[src/hw/rtl/tqla_pkg.sv]
`default_nettype none

package tqla_pkg;

    localparam int NUM_STATES      = 15;
    localparam int NUM_ACTIONS     = 5;
    localparam int TABLE_DEPTH     = NUM_STATES * NUM_ACTIONS;
    localparam int Q_WIDTH_DEFAULT = 16;

    localparam int POS_W      = 14;
    localparam int STATE_W    = 4;
    localparam int BAND_W     = 3;
    localparam int TREND_W    = 2;
    localparam int ACT_W      = 3;
    localparam int OP_W       = 2;
    localparam int ADDR_W     = 7;
    localparam int SUM_W      = 23;
    localparam int LEARN_W    = 16;
    localparam int OUT_Q_W    = 16;
    localparam int DISC_W     = 8;
    localparam int REWARD_W   = 6;
    localparam int CFG_IDX_W  = 3;
    localparam int CFG_DATA_W = 16;
    localparam int NUM_BANDS  = 5;

    localparam logic [OP_W-1:0] OP_OBSERVE  = 2'd0;
    localparam logic [OP_W-1:0] OP_LEARN    = 2'd1;
    localparam logic [OP_W-1:0] OP_ACT      = 2'd2;
    localparam logic [OP_W-1:0] OP_RESERVED = 2'd3;

    localparam logic [CFG_IDX_W-1:0] CFG_DISCOUNT        = 3'd0;
    localparam logic [CFG_IDX_W-1:0] CFG_BAND_EDGE_ONE   = 3'd1;
    localparam logic [CFG_IDX_W-1:0] CFG_BAND_EDGE_TWO   = 3'd2;
    localparam logic [CFG_IDX_W-1:0] CFG_BAND_EDGE_THREE = 3'd3;
    localparam logic [CFG_IDX_W-1:0] CFG_BAND_EDGE_FOUR  = 3'd4;
    localparam logic [CFG_IDX_W-1:0] CFG_BAND_EDGE_FIVE  = 3'd5;
    localparam logic [CFG_IDX_W-1:0] CFG_MIN_LEARN_STEPS = 3'd6;

    localparam logic [DISC_W-1:0]  DISCOUNT_RESET        = 8'd102;
    localparam logic [LEARN_W-1:0] MIN_LEARN_STEPS_RESET = 16'd500;
    localparam logic [POS_W-1:0]   BAND_EDGE_RESET [NUM_BANDS] =
        '{14'd1500, 14'd3000, 14'd4000, 14'd5500, 14'd7000};

    localparam logic [STATE_W-1:0] STATE_EXCEPTION = 4'd3;

    typedef logic [REWARD_W-1:0] reward_row_t [NUM_ACTIONS];

    localparam reward_row_t REWARD_ROM [NUM_STATES] = '{
        '{6'd0,  6'd0,  6'd0,  6'd4,  6'd0},
        '{6'd0,  6'd0,  6'd0,  6'd0,  6'd4},
        '{6'd0,  6'd0,  6'd0,  6'd0,  6'd4},
        '{6'd0,  6'd0,  6'd0,  6'd4,  6'd0},
        '{6'd0,  6'd0,  6'd0,  6'd4,  6'd0},
        '{6'd0,  6'd0,  6'd0,  6'd4,  6'd0},
        '{6'd0,  6'd0,  6'd15, 6'd0,  6'd0},
        '{6'd0,  6'd0,  6'd40, 6'd0,  6'd0},
        '{6'd0,  6'd0,  6'd15, 6'd0,  6'd0},
        '{6'd4,  6'd0,  6'd0,  6'd0,  6'd0},
        '{6'd0,  6'd4,  6'd0,  6'd0,  6'd0},
        '{6'd0,  6'd4,  6'd0,  6'd0,  6'd0},
        '{6'd0,  6'd4,  6'd0,  6'd0,  6'd0},
        '{6'd4,  6'd0,  6'd0,  6'd0,  6'd0},
        '{6'd4,  6'd0,  6'd0,  6'd0,  6'd0}
    };

    typedef struct packed {
        logic              en;
        logic [ADDR_W-1:0] addr;
    } qmem_port_t;

    function automatic logic [ADDR_W-1:0] q_addr(input logic [STATE_W-1:0] s,
                                                 input logic [ACT_W-1:0] a);
        return ADDR_W'({s, 2'b00}) + ADDR_W'(s) + ADDR_W'(a);
    endfunction

    // Four minus first index below four whose reward tops its row, else zero; zero becomes three in state three.
    function automatic logic [ACT_W-1:0] act_greedy(input logic [STATE_W-1:0] s);
        logic [ACT_W-1:0] idx;
        logic [ACT_W-1:0] chosen;
        logic             wins;
        logic             found;
        idx   = ACT_W'(NUM_ACTIONS - 1);
        found = 1'b0;
        for (int i = 0; i < NUM_ACTIONS - 1; i++)
        begin
            wins = 1'b1;
            for (int j = 0; j < NUM_ACTIONS; j++)
            begin
                if (j != i && !(REWARD_ROM[s][i] > REWARD_ROM[s][j]))
                begin
                    wins = 1'b0;
                end
            end
            if (wins && !found)
            begin
                idx   = ACT_W'(i);
                found = 1'b1;
            end
        end
        chosen = ACT_W'(NUM_ACTIONS - 1) - idx;
        if (chosen == '0 && s == STATE_EXCEPTION)
        begin
            chosen = ACT_W'(STATE_EXCEPTION);
        end
        return chosen;
    endfunction

endpackage

`default_nettype wire

[src/hw/rtl/tqla_qmem.sv]
`default_nettype none

module tqla_qmem
    import tqla_pkg::*;
#(
    parameter int Q_WIDTH = Q_WIDTH_DEFAULT
)
(
    input  wire logic               clk,
    input  wire logic               rst_n,
    input  wire qmem_port_t         wr,
    input  wire logic [Q_WIDTH-1:0] wr_data,
    input  wire qmem_port_t         rd,
    output logic      [Q_WIDTH-1:0] rd_data
);

    logic [Q_WIDTH-1:0]     mem [TABLE_DEPTH];
    logic [TABLE_DEPTH-1:0] valid_reg;
    logic [Q_WIDTH-1:0]     rd_data_reg;
    logic                   rd_valid_reg;

    always_ff @(posedge clk)
    begin
        if (wr.en)
        begin
            mem[wr.addr] <= wr_data;
        end
        if (rd.en)
        begin
            rd_data_reg <= mem[rd.addr];
        end
    end

    // An entry that was never written reads as zero.
    always_ff @(posedge clk or negedge rst_n)
    begin
        if (!rst_n)
        begin
            valid_reg    <= '0;
            rd_valid_reg <= 1'b0;
        end
        else
        begin
            if (wr.en)
            begin
                valid_reg[wr.addr] <= 1'b1;
            end
            if (rd.en)
            begin
                rd_valid_reg <= valid_reg[rd.addr];
            end
        end
    end

    assign rd_data = rd_valid_reg ? rd_data_reg : '0;

endmodule

`default_nettype wire

[src/hw/rtl/tabular_q_learning_agent.sv]
// Tabular Q-learning agent for a line follower. Each input transfer carries a sensor
// position and an opcode; the position is quantized into one of 15 states from five
// programmable band edges and the trend against the previous non-reserved sample. Observe
// records the state, learn updates one entry of the 15 x 5 value table from the fixed
// reward and the discounted best value of the sample's row, and act returns the greedy
// action from the reward row. Every transfer yields exactly one result. Observe, act, the
// unused opcode and a learn with an action above four go from the input transfer straight
// to the done state, which loads the result register; the next item is taken only after
// that. A valid learn first issues six reads through the single read port of the table
// (five row entries and the entry to be replaced), then collects the last read, then
// multiplies, then writes the table entry and then loads the result register in the done
// state. A result that the receiver has not yet taken holds the block in the done state,
// so a stall lengthens the item. The input is not ready while an item is in progress. The
// table reads as zero after reset through per entry valid bits, so no clearing pass is
// needed. Configuration writes are taken at any time on their own channel but must only
// be issued while the block is idle.

`default_nettype none

module tabular_q_learning_agent
    import tqla_pkg::*;
#(
    parameter int Q_WIDTH = Q_WIDTH_DEFAULT
)
(
    input  wire logic                  clk,
    input  wire logic                  rst_n,

    input  wire logic                  in_valid,
    output logic                       in_ready,
    input  wire logic [OP_W-1:0]       opcode,
    input  wire logic [POS_W-1:0]      sensor_pos,
    input  wire logic [ACT_W-1:0]      action,

    output logic                       out_valid,
    input  wire logic                  out_ready,
    output logic      [STATE_W-1:0]    state_index,
    output logic      [ACT_W-1:0]      chosen_action,
    output logic      [OUT_Q_W-1:0]    new_q_value,
    output logic      [SUM_W-1:0]      table_sum,
    output logic                       converged,

    input  wire logic                  cfg_valid,
    output logic                       cfg_ready,
    input  wire logic [CFG_IDX_W-1:0]  cfg_index,
    input  wire logic [CFG_DATA_W-1:0] cfg_data
);

    localparam int PROD_W = Q_WIDTH + DISC_W;

    localparam logic [2:0] S_IDLE  = 3'd0;
    localparam logic [2:0] S_SCAN  = 3'd1;
    localparam logic [2:0] S_MUL   = 3'd2;
    localparam logic [2:0] S_WRITE = 3'd3;
    localparam logic [2:0] S_DONE  = 3'd4;

    localparam logic [2:0] ScanLast = 3'(NUM_ACTIONS + 1);

    logic [DISC_W-1:0]  discount_reg;
    logic [POS_W-1:0]   edge_reg [NUM_BANDS];
    logic [LEARN_W-1:0] min_learn_reg;

    logic [2:0]         state_reg, state_next;
    logic [OP_W-1:0]    op_reg, op_next;
    logic [ACT_W-1:0]   act_reg, act_next;
    logic [STATE_W-1:0] st_reg, st_next;
    logic [STATE_W-1:0] cs_reg, cs_next;
    logic [POS_W-1:0]   prev_pos_reg, prev_pos_next;
    logic [2:0]         cnt_reg, cnt_next;
    logic [Q_WIDTH-1:0] best_reg, best_next;
    logic [Q_WIDTH-1:0] old_reg, old_next;
    logic [PROD_W-1:0]  prod_reg, prod_next;
    logic [Q_WIDTH-1:0] newq_reg, newq_next;
    logic [SUM_W-1:0]   sum_reg, sum_next;
    logic [SUM_W-1:0]   prev_sum_reg, prev_sum_next;
    logic [LEARN_W-1:0] learn_count_reg, learn_count_next;

    logic               out_valid_reg, out_valid_next;
    logic [STATE_W-1:0] out_state_reg, out_state_next;
    logic [ACT_W-1:0]   out_act_reg, out_act_next;
    logic [OUT_Q_W-1:0] out_q_reg, out_q_next;
    logic [SUM_W-1:0]   out_sum_reg, out_sum_next;
    logic               out_conv_reg, out_conv_next;

    logic [BAND_W-1:0]  band;
    logic [POS_W-1:0]   lower;
    logic [TREND_W-1:0] trend;
    logic [STATE_W-1:0] sample_state;

    qmem_port_t         wr_port;
    qmem_port_t         rd_port;
    logic [Q_WIDTH-1:0] rd_q;
    logic [Q_WIDTH:0]   sum_ext;
    logic [Q_WIDTH-1:0] newq_calc;

    tqla_qmem #(
        .Q_WIDTH(Q_WIDTH)
    ) u_qmem (
        .clk     (clk),
        .rst_n   (rst_n),
        .wr      (wr_port),
        .wr_data (newq_calc),
        .rd      (rd_port),
        .rd_data (rd_q)
    );

    // The last band whose range holds the position wins; otherwise band zero.
    always_comb
    begin
        band  = '0;
        lower = '0;
        for (int k = 0; k < NUM_BANDS; k++)
        begin
            if (sensor_pos > lower && sensor_pos <= edge_reg[k])
            begin
                band = BAND_W'(k);
            end
            lower = edge_reg[k];
        end
        if (prev_pos_reg < sensor_pos)
        begin
            trend = 2'd0;
        end
        else if (prev_pos_reg == sensor_pos)
        begin
            trend = 2'd1;
        end
        else
        begin
            trend = 2'd2;
        end
        sample_state = STATE_W'({band, 1'b0}) + STATE_W'(band) + STATE_W'(trend);
    end

    always_comb
    begin
        sum_ext = {1'b0, prod_reg[PROD_W-1:DISC_W]}
                + (Q_WIDTH + 1)'(REWARD_ROM[cs_reg][act_reg]);
        newq_calc = sum_ext[Q_WIDTH] ? '1 : sum_ext[Q_WIDTH-1:0];
    end

    always_comb
    begin
        state_next       = state_reg;
        op_next          = op_reg;
        act_next         = act_reg;
        st_next          = st_reg;
        cs_next          = cs_reg;
        prev_pos_next    = prev_pos_reg;
        cnt_next         = cnt_reg;
        best_next        = best_reg;
        old_next         = old_reg;
        prod_next        = prod_reg;
        newq_next        = newq_reg;
        sum_next         = sum_reg;
        prev_sum_next    = prev_sum_reg;
        learn_count_next = learn_count_reg;
        out_valid_next   = out_valid_reg;
        out_state_next   = out_state_reg;
        out_act_next     = out_act_reg;
        out_q_next       = out_q_reg;
        out_sum_next     = out_sum_reg;
        out_conv_next    = out_conv_reg;
        wr_port          = '0;
        rd_port          = '0;

        if (out_valid_reg && out_ready)
        begin
            out_valid_next = 1'b0;
        end

        case (state_reg)
            S_IDLE:
            begin
                if (in_valid)
                begin
                    op_next   = opcode;
                    act_next  = action;
                    st_next   = sample_state;
                    newq_next = '0;
                    best_next = '0;
                    cnt_next  = '0;
                    if (opcode != OP_RESERVED)
                    begin
                        prev_pos_next = sensor_pos;
                    end
                    if (opcode == OP_OBSERVE)
                    begin
                        cs_next = sample_state;
                    end
                    if (opcode == OP_LEARN && action < ACT_W'(NUM_ACTIONS))
                    begin
                        state_next = S_SCAN;
                    end
                    else
                    begin
                        state_next = S_DONE;
                    end
                end
            end
            S_SCAN:
            begin
                // Reads go out one per cycle; each read's data is consumed in the next cycle.
                if (cnt_reg < ScanLast)
                begin
                    rd_port.en = 1'b1;
                    if (cnt_reg == ACT_W'(NUM_ACTIONS))
                    begin
                        rd_port.addr = q_addr(cs_reg, act_reg);
                    end
                    else
                    begin
                        rd_port.addr = q_addr(st_reg, cnt_reg);
                    end
                    cnt_next = cnt_reg + 3'd1;
                end
                if (cnt_reg == ScanLast)
                begin
                    old_next   = rd_q;
                    state_next = S_MUL;
                end
                else if (cnt_reg != '0 && rd_q > best_reg)
                begin
                    best_next = rd_q;
                end
            end
            S_MUL:
            begin
                prod_next  = PROD_W'(discount_reg) * PROD_W'(best_reg);
                state_next = S_WRITE;
            end
            S_WRITE:
            begin
                wr_port.en    = 1'b1;
                wr_port.addr  = q_addr(cs_reg, act_reg);
                newq_next     = newq_calc;
                prev_sum_next = sum_reg;
                sum_next      = sum_reg - SUM_W'(old_reg) + SUM_W'(newq_calc);
                if (learn_count_reg != '1)
                begin
                    learn_count_next = learn_count_reg + 1'b1;
                end
                state_next = S_DONE;
            end
            S_DONE:
            begin
                if (!out_valid_reg || out_ready)
                begin
                    out_valid_next = 1'b1;
                    out_state_next = st_reg;
                    out_act_next   = (op_reg == OP_ACT) ? act_greedy(st_reg) : '0;
                    out_q_next     = OUT_Q_W'(newq_reg);
                    out_sum_next   = sum_reg;
                    out_conv_next  = (learn_count_reg > min_learn_reg)
                                  && (sum_reg == prev_sum_reg);
                    state_next     = S_IDLE;
                end
            end
            default:
            begin
                state_next = S_IDLE;
            end
        endcase
    end

    always_ff @(posedge clk or negedge rst_n)
    begin
        if (!rst_n)
        begin
            state_reg       <= S_IDLE;
            op_reg          <= '0;
            act_reg         <= '0;
            st_reg          <= '0;
            cs_reg          <= '0;
            prev_pos_reg    <= '0;
            cnt_reg         <= '0;
            best_reg        <= '0;
            old_reg         <= '0;
            prod_reg        <= '0;
            newq_reg        <= '0;
            sum_reg         <= '0;
            prev_sum_reg    <= '0;
            learn_count_reg <= '0;
            out_valid_reg   <= 1'b0;
            out_state_reg   <= '0;
            out_act_reg     <= '0;
            out_q_reg       <= '0;
            out_sum_reg     <= '0;
            out_conv_reg    <= 1'b0;
        end
        else
        begin
            state_reg       <= state_next;
            op_reg          <= op_next;
            act_reg         <= act_next;
            st_reg          <= st_next;
            cs_reg          <= cs_next;
            prev_pos_reg    <= prev_pos_next;
            cnt_reg         <= cnt_next;
            best_reg        <= best_next;
            old_reg         <= old_next;
            prod_reg        <= prod_next;
            newq_reg        <= newq_next;
            sum_reg         <= sum_next;
            prev_sum_reg    <= prev_sum_next;
            learn_count_reg <= learn_count_next;
            out_valid_reg   <= out_valid_next;
            out_state_reg   <= out_state_next;
            out_act_reg     <= out_act_next;
            out_q_reg       <= out_q_next;
            out_sum_reg     <= out_sum_next;
            out_conv_reg    <= out_conv_next;
        end
    end

    always_ff @(posedge clk or negedge rst_n)
    begin
        if (!rst_n)
        begin
            discount_reg  <= DISCOUNT_RESET;
            min_learn_reg <= MIN_LEARN_STEPS_RESET;
            for (int k = 0; k < NUM_BANDS; k++)
            begin
                edge_reg[k] <= BAND_EDGE_RESET[k];
            end
        end
        else if (cfg_valid)
        begin
            case (cfg_index)
                CFG_DISCOUNT:        discount_reg  <= cfg_data[DISC_W-1:0];
                CFG_BAND_EDGE_ONE:   edge_reg[0]   <= cfg_data[POS_W-1:0];
                CFG_BAND_EDGE_TWO:   edge_reg[1]   <= cfg_data[POS_W-1:0];
                CFG_BAND_EDGE_THREE: edge_reg[2]   <= cfg_data[POS_W-1:0];
                CFG_BAND_EDGE_FOUR:  edge_reg[3]   <= cfg_data[POS_W-1:0];
                CFG_BAND_EDGE_FIVE:  edge_reg[4]   <= cfg_data[POS_W-1:0];
                CFG_MIN_LEARN_STEPS: min_learn_reg <= cfg_data[LEARN_W-1:0];
                default:             discount_reg  <= discount_reg;
            endcase
        end
    end

    assign in_ready      = (state_reg == S_IDLE);
    assign cfg_ready     = 1'b1;
    assign out_valid     = out_valid_reg;
    assign state_index   = out_state_reg;
    assign chosen_action = out_act_reg;
    assign new_q_value   = out_q_reg;
    assign table_sum     = out_sum_reg;
    assign converged     = out_conv_reg;

    // The table is only written right after the multiply step.
    a_write_after_mul: assert property (@(posedge clk) disable iff (!rst_n)
        wr_port.en |-> ($past(state_reg) == S_MUL))
        else $error("table write outside the update sequence");

    a_sum_only_on_write: assert property (@(posedge clk) disable iff (!rst_n)
        (state_reg != S_WRITE) |=> (sum_reg == $past(sum_reg)))
        else $error("table sum changed without a table write");

    a_count_step: assert property (@(posedge clk) disable iff (!rst_n)
        (state_reg == S_WRITE && learn_count_reg != '1)
            |=> (learn_count_reg == $past(learn_count_reg) + 1'b1))
        else $error("learn count did not advance on a table write");

    a_scan_bound: assert property (@(posedge clk) disable iff (!rst_n)
        (cnt_reg <= ScanLast))
        else $error("scan counter ran past the last read");

endmodule

`default_nettype wire

[config.mk]
export PLATFORM = sky130hd
export DESIGN_NAME = tabular_q_learning_agent
export DESIGN_NICKNAME = d
export VERILOG_FILES = /design/src/hw/rtl/tqla_pkg.sv /design/src/hw/rtl/tqla_qmem.sv /design/src/hw/rtl/tabular_q_learning_agent.sv
export SDC_FILE = /design/constraint.sdc
export NUM_CORES = 2
export LEC_CHECK = 0
export ABC_AREA = 0
export BUFFER_PORTS_ARGS = -buffer_cell sky130_fd_sc_hd__buf_2
export CAP_MARGIN = 30
export CORE_MARGIN = 4
export CORE_UTILIZATION = 60
export CTS_CLUSTER_SIZE = 8
export DETAILED_ROUTE_END_ITERATION = 8
export MAX_ROUTING_LAYER = met4
export PLACE_DENSITY = 0.75
export SLEW_MARGIN = 20
export SYNTH_ARGS = -nofsm -noshare
export SYNTH_HDL_FRONTEND = slang
export SYNTH_SLANG_ARGS = --single-unit
export TNS_END_PERCENT = 10
[constraint.sdc]
create_clock -name clk -period 8.38 [get_ports clk]
set_clock_uncertainty 0.2 [all_clocks]
set_input_delay 1.676 -clock clk [delete_from_list [all_inputs] [get_ports clk]]
set_output_delay 1.676 -clock clk [all_outputs]
set_load 0.05 [all_outputs]
After elaboration in Yosys (flattened, before gate mapping)
Memory sizes are Yosys's and may differ from the RTL's. A register that Yosys moved wholly into a read port is not among the register bits. Index checks and enable logic that the tools add are counted.

Register bits after elaboration: 385. Bits in latches: 0. Bits in writable memories: 1200. Bits in read-only memories: 960. Bits of input ports: 43. Output and inout bits: 50. Memories kept: 3.

Memory list: u_qmem.mem (depth 75, bits a word 16, read ports 1, clocked after memory_dff 1, write ports 1, line tqla_qmem.sv:17) `logic [Q_WIDTH-1:0] mem [TABLE_DEPTH];`; (no name shown) (depth 16, bits a word 30, read ports 1, clocked after memory_dff 0, write ports 0, line tqla_pkg.sv:89) `if (j != i && !(REWARD_ROM[s][i] > REWARD_ROM[s][j]))`; (no name shown) (depth 16, bits a word 30, read ports 1, clocked after memory_dff 0, write ports 0, line tabular_q_learning_agent.sv:138) `+ (Q_WIDTH + 1)'(REWARD_ROM[cs_reg][act_reg]);`.

Add/subtract/negate cells: 12. Multipliers: 1. Div/mod/pow operators: 0. Order comparisons: 35. Eq/ne operators: 25. Shifts and indexed selects: 0. Mux-type cells: 82. Bitwise gates (word level): 4. Reduce and logical (&&, ||, !) cells: 42.

Operators with widths (count): 2-to-1 mux 30 bit (4); greater-than comparator 6 bit (16); 2-to-1 mux 16 bit (5); OR 75 bit (1); one-hot mux 16 bit (2 select lines) (2); greater-than comparator 14 bit (4); <= comparator 14 bit (4); 2-to-1 mux 3 bit (15); 2-to-1 mux 1 bit (41); greater-than comparator 16 bit (2); multiplier 8 x 16 -> 24 bit (1); 2-to-1 mux 8 bit (3); AND reduction 2 bit (12); adder 23 x 16 -> 23 bit (1); == test 23 bit (1); subtractor 23 x 16 -> 23 bit (1); binary-select mux 6 bit (select 3 bit) (1); == test 3 bit, second input constant (6); adder 16 x 6 -> 17 bit (1); adder 16 x 1 -> 16 bit, second input constant (1); < comparator 7 x 8 -> 1 bit, second input constant (2); != test 16 bit, second input constant (1); one-hot mux 3 bit (5 select lines) (1); adder 6 x 4 -> 7 bit (2); 34 further kinds (73).

Longest topological paths before layout
Depth in word-level cells: 34. Gate-level depth with buffers: 28. Gate-level depth less buffers: 28.

By module
A second synthesis with hierarchy kept.

Cells, all modules: 4582. Area total of the unflattened synthesis: 71075.7 um^2.

Modules (own cells, without submodules): tqla_qmem (times used 1, cells each 2310, area an instance 49820.3 um^2, sequential area each 38416.8 um^2); tabular_q_learning_agent (times used 1, cells each 2272, area an instance 21255.4 um^2, sequential area each 7588.5 um^2).

Worst setup path before layout
Ideal clock, no wire load.

Path kind: reg-to-reg. From: reg cs_reg[2]. To: reg sum_reg[19]. Library setup time: 0.069 ns. Data arrival time: 6.293 ns. Data required time: 8.111 ns. Slack: 1.817 ns. Cell stages (with the launch flop): 27. Buffers on the path: 2. Path through: dfrtp_1 -> clkbuf_1 -> nor2b_1 -> nand2_1 -> a21oi_1 -> ha_1 -> inv_1 -> fa_1 -> nor2b_1 -> o21ai_0 -> a21oi_1 -> o211ai_1 -> or3_1 -> clkbuf_1 -> nand2_1 -> inv_1 -> fa_1 -> inv_1 -> ha_1 -> a21o_1 -> a21oi_1 -> o211ai_1 -> a31o_2 -> a21oi_1 -> o21ai_0 -> or4b_2 -> nand3_1.

Cells in the longest elaborated chain, start to end: 10.

RTL lines: start, declared (line tabular_q_learning_agent.sv:67) `logic [STATE_W-1:0] cs_reg, cs_next;`; start signal, assigned (line tabular_q_learning_agent.sv:297) `cs_reg <= cs_next;`; inverter 4 -> 5 bit (implied by the code) (line tabular_q_learning_agent.sv:138); memory (16 x 30 bit); 2-to-1 mux 30 bit (implied by the code) (2 in a row) (line tabular_q_learning_agent.sv:138); binary-select mux 6 bit (select 3 bit) (line tabular_q_learning_agent.sv:138); 2-to-1 mux 6 bit (implied by the code) (2 in a row) (line tabular_q_learning_agent.sv:138); adder 16 x 6 -> 17 bit (line tabular_q_learning_agent.sv:138); 2-to-1 mux 16 bit (line tabular_q_learning_agent.sv:139) `newq_calc = sum_ext[Q_WIDTH] ? '1 : sum_ext[Q_WIDTH-1:0];`; via newq_calc[5] (line tabular_q_learning_agent.sv:94) `logic [Q_WIDTH-1:0] newq_calc;`; adder 23 x 16 -> 23 bit (line tabular_q_learning_agent.sv:238) `sum_next = sum_reg - SUM_W'(old_reg) + SUM_W'(newq_calc);`; end signal, assigned (line tabular_q_learning_agent.sv:304) `sum_reg <= sum_next;`; end, declared (line tabular_q_learning_agent.sv:74) `logic [SUM_W-1:0] sum_reg, sum_next;`.

The timed path passes the listed nets, and every way through them passes these cells. The select of a mux whose other input is x is not followed. A chain may end at the register's enable or synchronous reset.

Final worst setup path
From: reg cs_reg[1]. To: reg sum_reg[14].

Cells in the longest elaborated chain, start to end: 10.

RTL lines (line): inverter 4 -> 5 bit (implied by the code) (tabular_q_learning_agent.sv:138); memory (16 x 30 bit); 2-to-1 mux 30 bit (implied by the code) (2 in a row) (tabular_q_learning_agent.sv:138); binary-select mux 6 bit (select 3 bit) (tabular_q_learning_agent.sv:138); 2-to-1 mux 6 bit (implied by the code) (2 in a row) (tabular_q_learning_agent.sv:138); adder 16 x 6 -> 17 bit (tabular_q_learning_agent.sv:138); 2-to-1 mux 16 bit (tabular_q_learning_agent.sv:139); adder 23 x 16 -> 23 bit (tabular_q_learning_agent.sv:238).

No other way between the ends. The select of a mux whose other input is x is not followed.

==> results_dict.tcl <==
set metrics [dict create \
    status "completed" \
    hold_path.class "reg -> reg" \
    cts-root-buf "clkbuf_16" \
    grt_pass1_vias 46900 \
    drc 0 \
    grt_pass1_wl_um 294000 \
    crit_path_max_fanout 10 \
    use_met3_pct 7.48 \
    yosysMostFrequentCell "edfxtp_1" \
    crit_arrival_ps 7130 \
    fmax_mhz 150 \
    yosysTopAreaCellShare_pct 50.4 \
    grt.busiest_layer "met2" \
    power_density_mw_per_mm2 302 \
    met2_usage_pct 46.8 \
    first_pass_iters 7 \
    period_minus_slack_ps 6670 \
    clock-sinks 1593 \
    start_util_pct 60.4 \
    yosysWarnings 0 \
    cts_buffers 218 \
    power.leakage_nw 32.3 \
    cts_resized 0 \
    startpoint_type "flip-flop" \
    syn-num-nets 6063 \
    yosysSeqAreaShare_pct 63.5 \
    ios 93 \
    holdBufCountCts 0 \
    post_cts_buffers 0 \
    placed_area_mm2 0.0749 \
    synth-async-reset-ratio_pct 23.7 \
    fin_nets 6214 \
    clk_latency_ps 840 \
    drv_slew 0 \
    synth.distinct_cells 84 \
    track_usage_pct 31.9 \
    cts_max_level 4 \
    grt_max_degree 147 \
    largest_reg_flops 1200 \
    cts.path.max_buffers 3 \
    place_ws_ps 1710 \
    syn-instance-count 5697 \
    min_period_over_period_pct 79.6 \
    setup_ws_ps 1710 \
    setup_viol 0 \
    fin_util_pct 67.8 \
    first_iter_violations 6052 \
    num_vias 48100 \
    r2r_setup_slack_ps 1710 \
    crit_required_ps 8840 \
    hold_violations 0 \
    grt.met1_usage_pct 43.8 \
    synthToLayoutAreaGrowth_pct 12.2 \
    cts_tree "yes" \
    drtAntennaViolNets 0 \
    synthTopCellsByArea "edfxtp_1, dfrtp_1, nand2_1, ha_1, fa_1" \
    maxCapViolations 0 \
    antenna_found_initial 9 \
    syn_area_mm2 0.0725 \
    slew_headroom_pct 25.8 \
    critPathKind "reg -> reg" \
    wire_per_inst_um 25.6 \
    worst_setup_path_end_kind "flip-flop" \
    clk_pin_slew_ps 50 \
    die-area_mm2 0.126 \
    die_y_um 356 \
    hpwl_um 116000 \
    viasPerCell 6.33 \
    row_count 127 \
    routabilityCongestion 0.929 \
    synthFlopType "edfxtp_1" \
    yosysTopAreaCell "edfxtp_1" \
    rsz0062_at_grt "no" \
    synth-edff-count 1216 \
    die_w_um 356 \
    grt_overflow 0 \
    synth_top_cells_by_count "edfxtp_1, nand2_1, dfrtp_1" \
    tns_ps 0 \
    fillerInstances 8122 \
    core_mm2 0.120 \
    drt-total-wl_um 195000 \
    fin_area_mm2 0.0813 \
    drive_gt1_share_pct 13.6 \
    ys_seq_elements 1593 \
    worstMarginPinSlew_ps 1100 \
    avgSynthCellArea_um2 12.7 \
    peakVddDrop_uv 312 \
    port_buffers 91 \
]
==> worst max-delay path, cell delays in order (launching register included) <==
cell      delay [ps]
dfrtp_1          510
inv_1            110
ha_1             160
nand3b_1         150
a21oi_1          350
ha_1             240
inv_1             60
fa_1             400
nor2b_1          130
o21ai_0          100
a21oi_1          270
o211ai_1         130
or3_1            550
and2_1           280
fa_1             370
inv_1             60
ha_1             260
nor2b_1          150
o21a_1           170
o21ai_0          280
a21oi_1          190
a221oi_1         890
o21ai_0          260
xnor2_1          180
o21ai_0           90
==> power breakdown <==
group	switching (mW)	internal, mW
clock network	3.29	4.79
logic	4.95	2.40
registers	0.275	8.86
total	8.51	16.0
==> cells by family after synthesis <==
logic type / Yosys count / synth area share (%)
and+or+nand+nor: 1833 / 11.3
DFF: 1593 / 63.5
AOI/OAI and AO/OA: 944 / 8.67
buffers and inverters: 627 / 3.50
adders and majority gates: 323 / 6.67
muxes: 290 / 5.34
xor gates and xnor gates: 86 / 1.04
other: 1 / 0.00518
==> per-stage QoR <==
| stage | cells | hold slack, ps | total power, mW |
|---|---|---|---|
| after detailed placement | 7231 | 253 | 16.4 |
| after global routing | 7598 | 276 | 25.6 |
| after floorplan | 5697 | 224 | 14.1 |
| after global placement | 7229 | 238 | 16.3 |
| final | 7599 | 261 | 24.6 |
| after CTS | 7586 | 264 | 24.5 |
==> placed cells by master, fill, tap and decap left out, types with 13 or more instances in the layout <==
| master | instances |
|---|---|
| edfxtp_1 | 1216 |
| nand2_1 | 1041 |
| dfrtp_1 | 332 |
| inv_1 | 299 |
| o21ai_0 | 246 |
| nand3_1 | 234 |
| ha_1 | 218 |
| clkbuf_16 | 218 |
| nor2_1 | 144 |
| a21oi_1 | 143 |
| buf_4 | 133 |
| mux2i_1 | 129 |
| clkbuf_1 | 119 |
| a211oi_1 | 109 |
| fa_1 | 105 |
| and3_1 | 97 |
| buf_2 | 96 |
| mux2_2 | 92 |
| or2_2 | 77 |
| mux4_2 | 68 |
| and2_1 | 63 |
| xnor2_1 | 61 |
| a31oi_1 | 60 |
| o22ai_1 | 52 |
| a311oi_1 | 52 |
| nor3_1 | 51 |
| a21o_1 | 51 |
| dfstp_2 | 45 |
| nand4_1 | 37 |
| a22oi_1 | 31 |
| nor2b_1 | 26 |
| o21a_1 | 26 |
| xor2_1 | 25 |
| o211ai_1 | 24 |
| o221ai_1 | 23 |
| a32o_1 | 16 |
| a311o_1 | 14 |
| o32a_1 | 14 |
| buf_12 | 14 |
| inv_2 | 13 |
==> layout make-up <==
class                      instances  area [µm²]  share of cell area, %
sequential                      1593       46000                   56.6
multi-input combinational       3477       24000                   29.6
clock buffer                     337        5900                   7.26
tap                             1612        2020                   2.48
timing repair buffer             246        1800                   2.21
inverter                         312        1170                   1.44
clock inverter                    18         347                  0.426
antenna                            4        10.0                 0.0123
==> final timing paths <==
check	startpoint	endpoint	depth (start not counted)
worst max-delay path	cs_reg[1]	sum_reg[14]	24
worst min-delay path	u_qmem.valid_reg[36]	u_qmem.valid_reg[36]	2
worst max register to register	cs_reg[1]	sum_reg[14]	24
worst min register to register	u_qmem.valid_reg[36]	u_qmem.valid_reg[36]	2
max in group asynchronous	rst_n	u_qmem.valid_reg[14]	2
min in group asynchronous	rst_n	learn_count_reg[7]	1
==> metal layers <==
layer	vias to the layer above	share of wire [%]
met4	0	4.0
met5	-	0
met1	24100	40
met3	430	11
li1	21000	-
met2	2634	45
Note: power is estimated with default switching activity, not from simulation.
